[config.mk]
export PLATFORM = sky130hd
export DESIGN_NAME = kaf_mul
export DESIGN_NICKNAME = d
export VERILOG_FILES = /design/src/hdl/kalman_angle_filter_core_defines.svh /design/src/hdl/kaf_pkg.sv /design/src/hdl/kaf_mul.sv
export SDC_FILE = /design/constraint.sdc
export NUM_CORES = 2
export LEC_CHECK = 0
export ABC_AREA = 1
export BUFFER_PORTS_ARGS = -buffer_cell sky130_fd_sc_hd__buf_2
export CAP_MARGIN = 20
export CORE_UTILIZATION = 55
export DETAILED_ROUTE_END_ITERATION = 16
export GPL_ROUTABILITY_DRIVEN = 0
export PLACE_DENSITY_LB_ADDON = 0.25
export SLEW_MARGIN = 30
export SYNTH_ARGS = -nofsm -noshare
export SYNTH_HDL_FRONTEND = slang
export SYNTH_SLANG_ARGS = --single-unit
[constraint.sdc]
create_clock -name clk_i -period 8.8 [get_ports clk_i]
set_input_delay 1.32 -clock clk_i [delete_from_list [all_inputs] [get_ports clk_i]]
set_output_delay 1.32 -clock clk_i [all_outputs]
set_load 0.02 [all_outputs]
[src/hdl/kalman_angle_filter_core_defines.svh]
// Assertion macros shared by the filter core.
`ifndef KALMAN_ANGLE_FILTER_CORE_DEFINES_SVH
`define KALMAN_ANGLE_FILTER_CORE_DEFINES_SVH

// Implication checked on every clock edge outside reset.
`define KAF_ASSERT_IMP(label, clk, rstn, ante, cons, msg) \
  label: assert property (@(posedge clk) disable iff (!rstn) (ante) |-> (cons)) else $error(msg);

// Next-cycle implication checked outside reset.
`define KAF_ASSERT_NEXT(label, clk, rstn, ante, cons, msg) \
  label: assert property (@(posedge clk) disable iff (!rstn) (ante) |=> (cons)) else $error(msg);

`endif

[src/hdl/kaf_pkg.sv]
`timescale 1ns / 1ps
package kaf_pkg;

  localparam int unsigned DataW = 32;
  localparam int unsigned RegW  = 31;
  localparam int unsigned FracW = 30;

  localparam logic [RegW-1:0] TimeStepRst     = 31'd10737418;
  localparam logic [RegW-1:0] AngleNoiseRst   = 31'd1073742;
  localparam logic [RegW-1:0] BiasNoiseRst    = 31'd3221225;
  localparam logic [RegW-1:0] MeasureNoiseRst = 31'd32212255;
  localparam logic signed [DataW-1:0] BiasRst = 32'sd197;

  // Register indexes of the configuration port.
  localparam logic [1:0] RegTimeStep     = 2'd0;
  localparam logic [1:0] RegAngleNoise   = 2'd1;
  localparam logic [1:0] RegBiasNoise    = 2'd2;
  localparam logic [1:0] RegMeasureNoise = 2'd3;

  // Saturate a wide signed value to 32 bits.
  function automatic logic signed [DataW-1:0] sat32(input logic signed [65:0] v);
    logic signed [65:0] hi;
    logic signed [65:0] lo;
    hi = 66'sh0_7FFF_FFFF;
    lo = -66'sh0_8000_0000;
    if (v > hi) begin
      return 32'sh7FFF_FFFF;
    end else if (v < lo) begin
      return 32'sh8000_0000;
    end
    return v[DataW-1:0];
  endfunction

  // Control from the sequencer to the divider.
  typedef struct packed {
    logic                    start;
    logic signed [DataW-1:0] num;
    logic signed [DataW:0]   den;
  } div_req_t;

  typedef struct packed {
    logic                    done;
    logic signed [DataW-1:0] quo;
  } div_rsp_t;

endpackage

[src/hdl/kaf_mul.sv]
`timescale 1ns / 1ps
module kaf_mul (
  input  logic                            clk_i,
  input  logic signed [kaf_pkg::DataW-1:0] a_i,
  input  logic signed [kaf_pkg::DataW-1:0] b_i,
  output logic signed [kaf_pkg::DataW-1:0] p_o
);
  import kaf_pkg::*;

  logic signed [63:0] prod_q;
  logic signed [65:0] rnd;

  // Registered full product, then round half up and saturate.
  always_ff @(posedge clk_i) begin
    prod_q <= a_i * b_i;
  end

  assign rnd = ($signed({{2{prod_q[63]}}, prod_q}) + 66'sd536870912) >>> FracW;
  assign p_o = sat32(rnd);
endmodule

After elaboration in Yosys (flattened, before gate mapping)

Cells that the tools add are included.

Add/sub/neg operators: 1
$mul: 1
Order comparisons: 2
Mux-type cells: 5

Operator list:

| cell                                                  | count |
|---|---|
| 2-to-1 mux 32 bit                                     | 3 |
| adder 64 x 31 -> 65 bit (second input constant)       | 1 |
| multiplier 32 x 32 -> 64 bit                          | 1 |
| > comparator 35 x 32 -> 1 bit (second input constant) | 1 |
| < comparator 35 x 32 -> 1 bit (second input constant) | 1 |
| 2-to-1 mux 1 bit                                      | 2 |

Flip-flop bits (word level): 64
Bits of input ports: 65
Output and inout bits: 32
Word-level logic and storage cells: 10

Longest topological paths before layout

Depth after elaboration: 5
Gate-level depth with buffers: 32

Least setup slack after synthesis

OpenSTA, ideal clock, no wires.

Path kind: input-to-reg
Start point: in a_i[31] (netlist bit)
End point: reg prod_q[49]
Setup time: 113 ps
Arrival: 7926 ps
Path slack: 762 ps
Cell stages on the path: 28
Path buffers: 1
Path through: clkbuf_1 nand2_1 inv_1 fa_1 inv_1 fa_1 inv_1 fa_1 fa_1 inv_1 fa_1 inv_1 fa_1 fa_1 inv_1 fa_1 inv_1 ha_1 nand2_1 nor2_1 inv_1 nor2_1 inv_1 nor2_1 nand2_1 o21bai_1 nand4_1 nand2_1

Cells in the longest elaborated chain, start to end: 1

RTL lines:

| item                         | line          | source |
|---|---|---|
| from (decl)                  | kaf_mul.sv:4  | `input logic signed [kaf_pkg::DataW-1:0] a_i,` |
| multiplier 32 x 32 -> 64 bit | kaf_mul.sv:15 | `prod_q <= a_i * b_i;` |
| to (signal assigned)         | kaf_mul.sv:15 |  |
| to (decl)                    | kaf_mul.sv:10 | `logic signed [63:0] prod_q;` |

Every way passes these cells.

Worst setup path in the final report

Start point: in a_i[28] (netlist bit)
End point: reg prod_q[58]

Same word-level chain as after synthesis.

==> reports/qor.yml <==
clock_network:
  cts_hold_repair.buffers: 0
  ctsHtreeMaxLevel: 2
  clk_pin_slew_ns: 0.06
  cts_root_buf: "clkbuf_16"
  cts_sinks: 35
  clock_path_buffers: 2
  cts_tree: "yes"
  cts_buffers: 5
setup_path:
  cp_slowest_stage_delay_ns: 0.59
  path_max_fanout: 32
  critical_path_arrival_ns: 8.40
  path_common_cell: "fa_1"
  path_cells: "buf_2, nand2_1, fa_1, inv_1, fa_1, inv_1, fa_1, fa_1, inv_1, fa_1, fa_1, fa_1, inv_1, fa_1, inv_1, ha_1, a21oi_1, o21ai_0, a21oi_1, nand2_1, a21oi_1, nand2_1, nand2_1, nand2_1"
  cp_slowest_cell: "buf_2"
  worstSetupPathType: "in -> reg"
  cp.required_ns: 8.98
  end_kind: "flop"
  startpoint_type: "primary input"
layout:
  final_nets: 6586
  instances_no_fill: 6211
  area_growth_pct: 4.28
  layout-drive-gt1-share_pct: 4.09
  largest_reg_flops: 35
  top_regs: "prod_q: 35 flops"
  fillCellCount: 6646
  top_register: "prod_q"
logic_synthesis:
  synthAdderAreaFrac_pct: 59.3
  syn_nets: 6596
  syn_inst: 5269
  synth-simple-area-share_pct: 18.1
  synth_top_area_share_pct: 53.7
  synth_top_family_by_area: "adder cells"
  synth_ff_type: "dfxtp_1"
  synth_top_cell_by_area: "fa_1"
  synth_area_sq_mm: 0.0403
  synth_xor_area_share_pct: 0.999
  yosysWarnings: 0
  muxShareOfSynthArea_pct: 0
  yosysMostFrequentCell: "inv_1"
  synth_cell_types: 37
  synth_edf_count: 0
  yosysSeqAreaShare_pct: 1.74
  synthArstFlopShare_pct: 0
  ys_seq_elements: 35
  avgSynthCellArea_sq_um: 7.65
  synth_area_leaders: "fa_1 (54%), inv_1 (16%), nand2_1 (14%), ha_1 (5.6%), clkbuf_1 (1.8%)"
  synth_compound_area_share_pct: 1.78
  synth_common_cells: "inv_1 (1730), nand2_1 (1537), fa_1 (1081)"
timing:
  fin_tns_setup_ns: 0
  rsz0062_at_grt: "false"
  fmax_mhz: 122
  min_period_ns: 8.22
  post-route-period-util_pct: 93.4
  worst_pin_slew_ns: 0.917
  finalSetupViolations: 0
  timing.slew.headroom_pct: 38.9
  hold_viol: 0
  final_max_slew_viol_count: 0
grt:
  track_usage_pct: 29.9
  grt_max_degree: 33
  grt_pass1_wl_microns: 176000
  antenna_found_initial: 8
  globalRoute.totalOverflow: 0
  grt_pass1_vias: 34365
floorplanning:
  fp.dieW_microns: 273
  chipHeight_microns: 273
  core_area_sq_mm: 0.0720
  die-area_sq_mm: 0.0744
  fp-row-count: 98
  num_io_pins: 97
  start_util_pct: 56.0
detailed_routing:
  vias_per_cell: 5.06
  avgRoutedWirePerCell_microns: 16.8
  wirelength_microns: 104000
  drt-initial-drc-count: 2341
  ant_nets: 0
  drc_errors: 0
  vias: 31438
  firstDrtPassIters: 6
hold_path:
  min_path_type: "in -> reg"
status:
  outcome: "completed"
placed_design:
  portBuffers: 96
  dp_hpwl_microns: 92400
  dp_cells: 6202
job:
  maxCapViolCount: 0
worst max-delay path: cells and delay by family:
kind            cells  cell delay (ns)
fa+ha+maj           9             4.45
compound gates      4             1.17
buf+inv             6             0.87
simple gates        5             0.56
cell usage in the layout (no fill, tap or decap), types with 3 or more instances in the layout:
master	instances
a21o_1	3
a21oi_1	77
buf_12	4
buf_2	96
buf_4	82
clkbuf_16	5
clkinvlp_4	3
dfxtp_1	35
fa_1	1080
ha_1	181
inv_1	1729
nand2_1	1537
nand2_2	6
nand3_1	64
nand3b_1	4
nand4_1	19
nor2_1	179
nor3_1	30
nor4_1	4
o21ai_0	41
o21bai_1	9
or2_2	7
xnor2_1	13
xor2_1	33
layer usage:
metal,GRT usage (%),part of all wire (%),vias up
met5,0,0.074,-
met4,10.2,3.9,14
met1,39.1,40,15746
li1,-,-,14371
met2,52.1,49,1070
met3,2.79,6.1,237
area by class of cell:
class	instances	area [sq um]	area share (%)
antenna	1	2.50	0.00595
clock buffer	5	125	0.298
clock inverter	3	20.0	0.0476
inverter	1731	6500	15.5
multi-input combinational	3304	32300	76.9
sequential	35	701	1.67
tap	950	1190	2.83
timing repair buffer	182	1180	2.80
timing repair:
item                       CTS  global route
setup buffers                0             0
resized for setup            0             2
setup endpoints to repair    0             2
cells by family after synthesis:
logic type,Yosys count
AND/OR/NAND/NOR,1862
flip-flops,35
adder cells (fa/ha/maj),1262
buffers and inverters,1930
XOR/XNOR,46
AO/OA/AOI/OAI,134
path summary, 6_finish.rpt:
check     from          to  slack, ns  depth (start not counted)
max    a_i[28]  prod_q[58]       0.58                         24
min     b_i[0]  prod_q[53]       2.13                          9
per-stage QoR:
step	hold slack, ns	worst slack, ns	cell area, sq um	util, %
detailed placement	2.02	0.267	41900	58.2
global route	2.21	0.0432	42000	58.4
floorplan	1.77	0.762	40300	-
global placement	2.02	0.454	41900	58.2
CTS	2.13	0.564	42000	58.4
finish	2.13	0.578	42000	58.4
Power is left out: the tool's default activity adds up to more than one toggle a clock period on the data nets, which glitch-free logic cannot reach.
