==> src/hdl/kalman_angle_filter_core_defines.svh <==
// Assertion macros shared by the filter core.
`ifndef KALMAN_ANGLE_FILTER_CORE_DEFINES_SVH
`define KALMAN_ANGLE_FILTER_CORE_DEFINES_SVH

// Implication checked on every clock edge outside reset.
`define KAF_ASSERT_IMP(label, clk, rstn, ante, cons, msg) \
  label: assert property (@(posedge clk) disable iff (!rstn) (ante) |-> (cons)) else $error(msg);

// Next-cycle implication checked outside reset.
`define KAF_ASSERT_NEXT(label, clk, rstn, ante, cons, msg) \
  label: assert property (@(posedge clk) disable iff (!rstn) (ante) |=> (cons)) else $error(msg);

`endif

==> src/hdl/kaf_pkg.sv <==
`timescale 1ns / 1ps
package kaf_pkg;

  localparam int unsigned DataW = 32;
  localparam int unsigned RegW  = 31;
  localparam int unsigned FracW = 30;

  localparam logic [RegW-1:0] TimeStepRst     = 31'd10737418;
  localparam logic [RegW-1:0] AngleNoiseRst   = 31'd1073742;
  localparam logic [RegW-1:0] BiasNoiseRst    = 31'd3221225;
  localparam logic [RegW-1:0] MeasureNoiseRst = 31'd32212255;
  localparam logic signed [DataW-1:0] BiasRst = 32'sd197;

  // Register indexes of the configuration port.
  localparam logic [1:0] RegTimeStep     = 2'd0;
  localparam logic [1:0] RegAngleNoise   = 2'd1;
  localparam logic [1:0] RegBiasNoise    = 2'd2;
  localparam logic [1:0] RegMeasureNoise = 2'd3;

  // Saturate a wide signed value to 32 bits.
  function automatic logic signed [DataW-1:0] sat32(input logic signed [65:0] v);
    logic signed [65:0] hi;
    logic signed [65:0] lo;
    hi = 66'sh0_7FFF_FFFF;
    lo = -66'sh0_8000_0000;
    if (v > hi) begin
      return 32'sh7FFF_FFFF;
    end else if (v < lo) begin
      return 32'sh8000_0000;
    end
    return v[DataW-1:0];
  endfunction

  // Control from the sequencer to the divider.
  typedef struct packed {
    logic                    start;
    logic signed [DataW-1:0] num;
    logic signed [DataW:0]   den;
  } div_req_t;

  typedef struct packed {
    logic                    done;
    logic signed [DataW-1:0] quo;
  } div_rsp_t;

endpackage

==> src/hdl/kaf_div.sv <==
`timescale 1ns / 1ps
module kaf_div (
  input  logic              clk_i,
  input  logic              rst_ni,
  input  kaf_pkg::div_req_t req_i,
  output kaf_pkg::div_rsp_t rsp_o
);
  import kaf_pkg::*;

  // Restoring divider: |num| * 2^30 over a positive 33-bit denominator,
  // one quotient bit a cycle.
  localparam int unsigned NumW = 62;

  logic [NumW-1:0] rem_num_q;
  logic [NumW:0]   quo_q;
  logic [33:0]     part_q;
  logic [32:0]     den_q;
  logic            neg_q;
  logic [5:0]      cnt_q;
  logic            busy_q;
  logic            done_q;
  logic [33:0]     trial;
  logic [33:0]     shifted;
  logic [31:0]     mag;
  logic signed [65:0] sq;

  assign mag     = req_i.num[31] ? 32'(-req_i.num) : 32'(req_i.num);
  assign shifted = {part_q[32:0], rem_num_q[NumW-1]};
  assign trial   = shifted - {1'b0, den_q};

  always_ff @(posedge clk_i or negedge rst_ni) begin
    if (!rst_ni) begin
      busy_q <= 1'b0;
      done_q <= 1'b0;
      cnt_q  <= '0;
    end else begin
      done_q <= 1'b0;
      if (req_i.start) begin
        busy_q <= 1'b1;
        cnt_q  <= 6'(NumW - 1);
      end else if (busy_q) begin
        if (cnt_q == '0) begin
          busy_q <= 1'b0;
          done_q <= 1'b1;
        end
        cnt_q <= cnt_q - 6'd1;
      end
    end
  end

  // Datapath registers.
  always_ff @(posedge clk_i) begin
    if (req_i.start) begin
      rem_num_q <= {mag, 30'd0};
      part_q    <= '0;
      quo_q     <= '0;
      den_q     <= 33'(req_i.den);
      neg_q     <= req_i.num[31];
    end else if (busy_q) begin
      rem_num_q <= {rem_num_q[NumW-2:0], 1'b0};
      if (!trial[33]) begin
        part_q <= trial;
        quo_q  <= {quo_q[NumW-1:0], 1'b1};
      end else begin
        part_q <= shifted;
        quo_q  <= {quo_q[NumW-1:0], 1'b0};
      end
    end
  end

  assign sq = neg_q ? -$signed({3'b000, quo_q}) : $signed({3'b000, quo_q});
  assign rsp_o.done = done_q;
  assign rsp_o.quo  = sat32(sq);
endmodule

==> config.mk <==
export PLATFORM = sky130hd
export DESIGN_NAME = kaf_div
export DESIGN_NICKNAME = d
export VERILOG_FILES = /design/src/hdl/kalman_angle_filter_core_defines.svh /design/src/hdl/kaf_pkg.sv /design/src/hdl/kaf_div.sv
export SDC_FILE = /design/constraint.sdc
export NUM_CORES = 1
export LEC_CHECK = 0
export ABC_AREA = 1
export BUFFER_PORTS_ARGS = -buffer_cell sky130_fd_sc_hd__buf_2
export CELL_PAD_IN_SITES_DETAIL_PLACEMENT = 1
export CELL_PAD_IN_SITES_GLOBAL_PLACEMENT = 2
export CORE_ASPECT_RATIO = 1.5
export CORE_UTILIZATION = 38
export CTS_BUF_LIST = sky130_fd_sc_hd__clkbuf_2
export DETAILED_ROUTE_END_ITERATION = 10
export GPL_ROUTABILITY_DRIVEN = 1
export PLACE_DENSITY = 0.95
export SETUP_SLACK_MARGIN = 0.02
export SYNTH_ARGS = -nofsm -noshare
export SYNTH_HDL_FRONTEND = slang
export SYNTH_SLANG_ARGS = --single-unit
==> constraint.sdc <==
create_clock -name clk_i -period 3.4 [get_ports clk_i]
set_input_delay 0 -clock clk_i [delete_from_list [all_inputs] [get_ports clk_i]]
set_output_delay 0 -clock clk_i [all_outputs]
set_load 0.01 [all_outputs]
After elaboration in Yosys (flattened, before gate mapping)
Cells that the tools add are included.
{"block": "totals", "regBits": 170, "in_bits": 68, "output_inout_bits": 33, "wordCells": 35}
{"block": "classes", "addsub": 4, "order_cmp": 2, "muxes": 19, "reduce_logical": 2}
{"op": "32-bit 2-to-1 mux", "n": 4}
{"op": "62-bit 2-to-1 mux", "n": 2}
{"op": "66-bit by 32-bit > comparator with 1-bit output (second input constant)", "n": 1}
{"op": "66-bit by 32-bit less-than comparator with 1-bit output (second input constant)", "n": 1}
{"op": "66-bit 2-to-1 mux", "n": 1}
{"op": "63-bit negator with 66-bit output", "n": 1}
{"op": "34-bit by 33-bit subtractor with 34-bit output", "n": 1}
{"op": "33-bit 2-to-1 mux", "n": 1}
{"op": "32-bit negator", "n": 1}
{"op": "6-bit 2-to-1 mux", "n": 2}
{"op": "1-bit 2-to-1 mux", "n": 9}
{"op": "6-bit zero test", "n": 1}
{"op": "6-bit by 1-bit subtractor with 6-bit output (second input constant)", "n": 1}
{"op": "2-bit nonzero test", "n": 1}

Longest topological paths before layout
{"block": "logic_depth", "ltp_word": 6, "ltp_mapped": 20, "mapped_depth_nobuf": 19}

Least setup slack after synthesis
No wires, ideal clock.
{"block": "synth_timing", "path_type": "reg-to-reg", "start": "register rem_num_q[61]", "end": "register part_q[20]", "setup_time_ps": 59, "arrival_ps": 2220, "required_time_ps": 3341, "path_slack_ps": 1121, "path_stages_with_launch": 15, "n_path_buf": 0, "cell_sequence": "edfxtp_1 -> inv_1 -> ha_1 -> fa_1 -> nand3b_1 -> nand2_1 -> a21oi_1 -> o21ai_0 -> nand2_1 -> nand2_1 -> a21oi_1 -> xor2_1 -> o21ai_0 -> nand2_1 -> nand2_1"}
{"block": "synth_via", "elab_chain_cells": 2}
{"element": "start, declared", "line_no": "kaf_div.sv:14", "rtl": "logic [NumW-1:0] rem_num_q;"}
{"element": "start signal, assigned", "line_no": "kaf_div.sv:54", "rtl": "rem_num_q <= {mag, 30'd0};"}
{"element": "start signal, assigned", "line_no": "kaf_div.sv:60", "rtl": "rem_num_q <= {rem_num_q[NumW-2:0], 1'b0};"}
{"element": "34-bit by 33-bit subtractor with 34-bit output", "line_no": "kaf_div.sv:29", "rtl": "assign trial = shifted - {1'b0, den_q};"}
{"element": "33-bit 2-to-1 mux", "line_no": "kaf_div.sv:61", "rtl": "if (!trial[33]) begin"}
{"element": "end signal, assigned", "line_no": "kaf_div.sv:62", "rtl": "part_q <= trial;"}
{"element": "end signal, assigned", "line_no": "kaf_div.sv:65", "rtl": "part_q <= shifted;"}
{"element": "end, declared", "line_no": "kaf_div.sv:16", "rtl": "logic [33:0] part_q;"}
No other way between the ends.
A chain may end at the register's enable or synchronous reset.

==> metrics.md <==
| Metric | Value |
|---|---|
| Warning count from the yosys run | 0 |
| Die Wd | 143 um |
| Iteration-0 DRC count of the detailed router | 537 |
| Path depth of the worst reg2reg path | 13 |
| Slew @ Worst Pin | 0.916 ns |
| DR DRC count | 0 |
| Number of global-route vias before repair | 13800 |
| Overall die height | 214 um |
| Initial antenna violation count | 3 |
| Top-level port count | 101 |
| Avg Cell Area, Syn | 6.77 sq um |
| Reg2reg setup slack | 0.41 ns |
| Final count of pins violating max slew | 0 |
| Filler instances | 3781 |
| Min-Delay Path Class | input port to register |
| Final Critical Period | 3.68 ns |
| Clock sink total | 170 |
| Portion of the post-synthesis area used by sequential elements | 36.1% |
| Synthesized netlist cell count | 1679 |
| Synth top area cells | sky130_fd_sc_hd__nand2_1 (18%), sky130_fd_sc_hd__edfxtp_1 (17%), sky130_fd_sc_hd__dfxtp_1 (17%) |
| Beginning of the worst hold path | req_i[47] |
| Crit end category | primary output |
| Routed Wire Length | 46.5 mm |
| Final WS setup | -0.278 ns |
| Async set-or-reset flop fraction in the synthesized netlist | 4.71% |
| Count of input and output buffers | 100 |
| Met1 routed wirelength after detailed routing | 16.5 mm |
| Endpoint arrival time on the critical path | 3.68 ns |
| Layout Utilization | 51.8% |
| Clock root buffer | sky130_fd_sc_hd__clkbuf_2 |
| Total global routing track utilization | 29.9% |
| Via count | 12700 |
| Setup crit start kind | register |
| Clock H-tree levels | 4 |
| Met3 WL | 1.28 mm |
| Post-synth EDFFs | 66 |
| Met2 WL | 25.9 mm |
| Skew final | 0.0578 ns |
| Commonest cells in the synthesized netlist | sky130_fd_sc_hd__nand2_1 (531), sky130_fd_sc_hd__nor2_1 (220), sky130_fd_sc_hd__inv_1 (179) |
| Number of maximum-capacitance constraint violations | 0 |
| Placement-stage worst setup slack | 0.458 ns |
| Starting density of the core | 38.5% |
| Pin count of the biggest net entering global routing | 66 |
| RSZ-0062 raised after global routing | true |
| Worst-path fanout max | 7 |
| Period utilisation layout | 108% |
| WP data required | 3.40 ns |
| Leakage power figure | 7.05 nW |
| Clock Tree Buf Depth | 2 |
| Worst IR Drop VDD | 0.241 mV |
| Result of the run | finished, violations left |
| Worst R2R End | part_q[18]$_SDFFE_PP0P_ |
| Detail-routed net length per standard cell | 19.8 um |
| Uppermost routed layer | met4 |
| Hold-critical path endpoint | rem_num_q[44]$_DFFE_PP_ |
| Failing checks | negative setup slack |
| CTS tree | done |
| Top-count cell post-synth | sky130_fd_sc_hd__nand2_1 |
| First-pass GRT wire length | 69.8 mm |
| Num CTS Buffers | 17 |
| Router iterations before antenna repair | 5 |
| Overall overflow remaining after global route | 0 |
| Final-report hold violation count | 0 |
| Distinct cells, synth | 45 |
| Pwr per Cell Area | 582 mW/mm^2 |
| Total half-perimeter wirelength after legalization and detailed placement | 29.1 mm |
| Combined area of all synthesized cells | 0.0114 sq mm |
| Synthesis-to-layout area growth | 34.4% |
| Total die area | 0.0306 sq mm |
| Layout cell share with drive strength beyond 1 | 19.1% |
| Post-layout power | 0.00888 W |
| Clock network latency to the later pin of the worst-skew pair | 0.91 ns |
| Post-Route Setup TNS | -7.02 ns |
| RePlAce Congestion | 0.962 |
| Top flip-flop cell by instance count after synthesis | sky130_fd_sc_hd__dfxtp_1 |
| Number of nets still failing antenna checks after routing | 0 |
| Worst reg2reg startpoint | den_q[18]$_DFFE_PP_ |
| Number of failing setup endpoints in the final timing report | 31 |
| Cell row count | 77 |
| Category of the most critical setup path | register to primary output |
| Net count of the mapped netlist | 1785 |
| WHS | 0.184 ns |
| Synth top area share | 17.5% |
| Number of register bits inferred by synthesis | 170 |
| Cell type with the largest total area after synthesis | sky130_fd_sc_hd__nand2_1 |
| Reg clk slew, reported paths | 0.29 ns |
| F_max | 0.272 GHz |
| Worst hold stages | 4 |
| Core area | 0.0295 sq mm |
| Max-Slew Margin vs Limit | 38.9% |
| Routed vias/inst | 5.38 |
| Total number of nets in the final design | 2049 |
## registers in the layout (all words and copies together), names as in the netlist
| signal | count |
|---|---|
| quo_q | 63 |
| den_q | 33 |
| part_q | 33 |
| rem_num_q | 32 |
| cnt_q | 6 |
| busy_q | 1 |
| done_q | 1 |
| neg_q | 1 |
## per-layer routing
| layer | vias to the layer above | track usage, % |
|---|---|---|
| met5 | - | 0 |
| met4 | 0 | 19.9 |
| met3 | 182 | 3.75 |
| met2 | 311 | 59.3 |
| met1 | 6172 | 28.2 |
| li1 | 5990 | - |
## cell families (layout without fill, tap and decap cells)
| kind of cell | after synthesis | in the layout | synth area share, % |
|---|---|---|---|
| adders and majority gates | 38 | 38 | 4.25 |
| DFF | 170 | 170 | 36.1 |
| buffers and inverters | 232 | 509 | 8.20 |
| AOI/OAI and AO/OA | 261 | 261 | 12.9 |
| and+or+nand+nor | 892 | 892 | 31.9 |
| xor gates and xnor gates | 86 | 86 | 6.63 |
| other | 0 | 3 | 0 |
## placed cells by master, fill, tap and decap left out, drive strengths merged, types with 15 or more instances in the layout
master / n
a21oi: 55
buf: 143
clkbuf: 18
dfxtp: 96
dlygate4sd3: 150
edfxtp: 66
ha: 37
inv: 190
nand2: 539
nand3: 73
nand4: 18
nor2: 230
nor3: 15
o21ai: 115
o22ai: 65
xnor2: 24
xor2: 62
## per-stage QoR
stage / cells / instance area (sq um)
2_1_floorplan: 1679 / 11400
3_3_place_gp: 2140 / 12300
3_5_place_dp: 2140 / 12300
4_1_cts: 2341 / 14700
5_1_grt: 2354 / 15300
6_report: 2354 / 15300
## worst max path at each step
stage                                  startpoint                       to  slack (ns)  cells after the start
after detailed placement    quo_q[1]$_SDFFE_PP0P_                rsp_o[30]        0.46                     21
after global placement      quo_q[1]$_SDFFE_PP0P_                rsp_o[30]        0.46                     16
final                       quo_q[0]$_SDFFE_PP0P_                 rsp_o[7]       -0.28                     19
after CTS                   quo_q[0]$_SDFFE_PP0P_                rsp_o[25]       -0.27                     22
after global routing        quo_q[0]$_SDFFE_PP0P_                 rsp_o[4]       -0.47                     19
after floorplan           rem_num_q[61]$_DFFE_PP_  part_q[20]$_SDFFE_PP0P_        1.12                     14
## worst max-delay path, cell delays in order, from the launching register on
cell	delay (ns)
sky130_fd_sc_hd__dfxtp_2	0.41
sky130_fd_sc_hd__inv_4	0.07
sky130_fd_sc_hd__ha_4	0.15
sky130_fd_sc_hd__nand2_4	0.07
sky130_fd_sc_hd__nor2_4	0.27
sky130_fd_sc_hd__nand3b_4	0.17
sky130_fd_sc_hd__nand2_1	0.21
sky130_fd_sc_hd__nand4_1	0.14
sky130_fd_sc_hd__nand2_1	0.15
sky130_fd_sc_hd__nand3_1	0.09
sky130_fd_sc_hd__nor2_1	0.14
sky130_fd_sc_hd__nand2_2	0.07
sky130_fd_sc_hd__nor2_2	0.11
sky130_fd_sc_hd__nand3_2	0.10
sky130_fd_sc_hd__nand2_4	0.10
sky130_fd_sc_hd__buf_12	0.13
sky130_fd_sc_hd__buf_16	0.14
sky130_fd_sc_hd__nand2_4	0.06
sky130_fd_sc_hd__nand2_4	0.08
sky130_fd_sc_hd__buf_6	0.11
## where the power goes
part	leakage [nW]	switching, W	total, W	internal, W
clock network	0.149	0.000907	0.00115	0.000244
registers	1.56	0.000175	0.00255	0.00238
logic	5.34	0.00312	0.00518	0.00206
total	7.05	0.00420	0.00888	0.00468
## what timing repair did
action,4_1_cts,5_1_grt
hold buffers,151,0
endpoints found under the setup margin,31,33
gates cloned,5,1
hold endpoints to repair,214,0
pin swaps,24,48
resized for setup,126,138
buffers inserted,13,11
## cell type report
type,count,area [sq um],share of cell area [%]
antenna,3,7.51,0.0492
clock buffer,17,85.1,0.557
clock inverter,15,151,0.992
inverter,183,693,4.54
multi-input combinational,1277,7010,45.9
sequential,170,4160,27.2
tap,395,494,3.24
timing repair buffer,294,2670,17.5
Note: power is estimated with default switching activity, not from simulation.
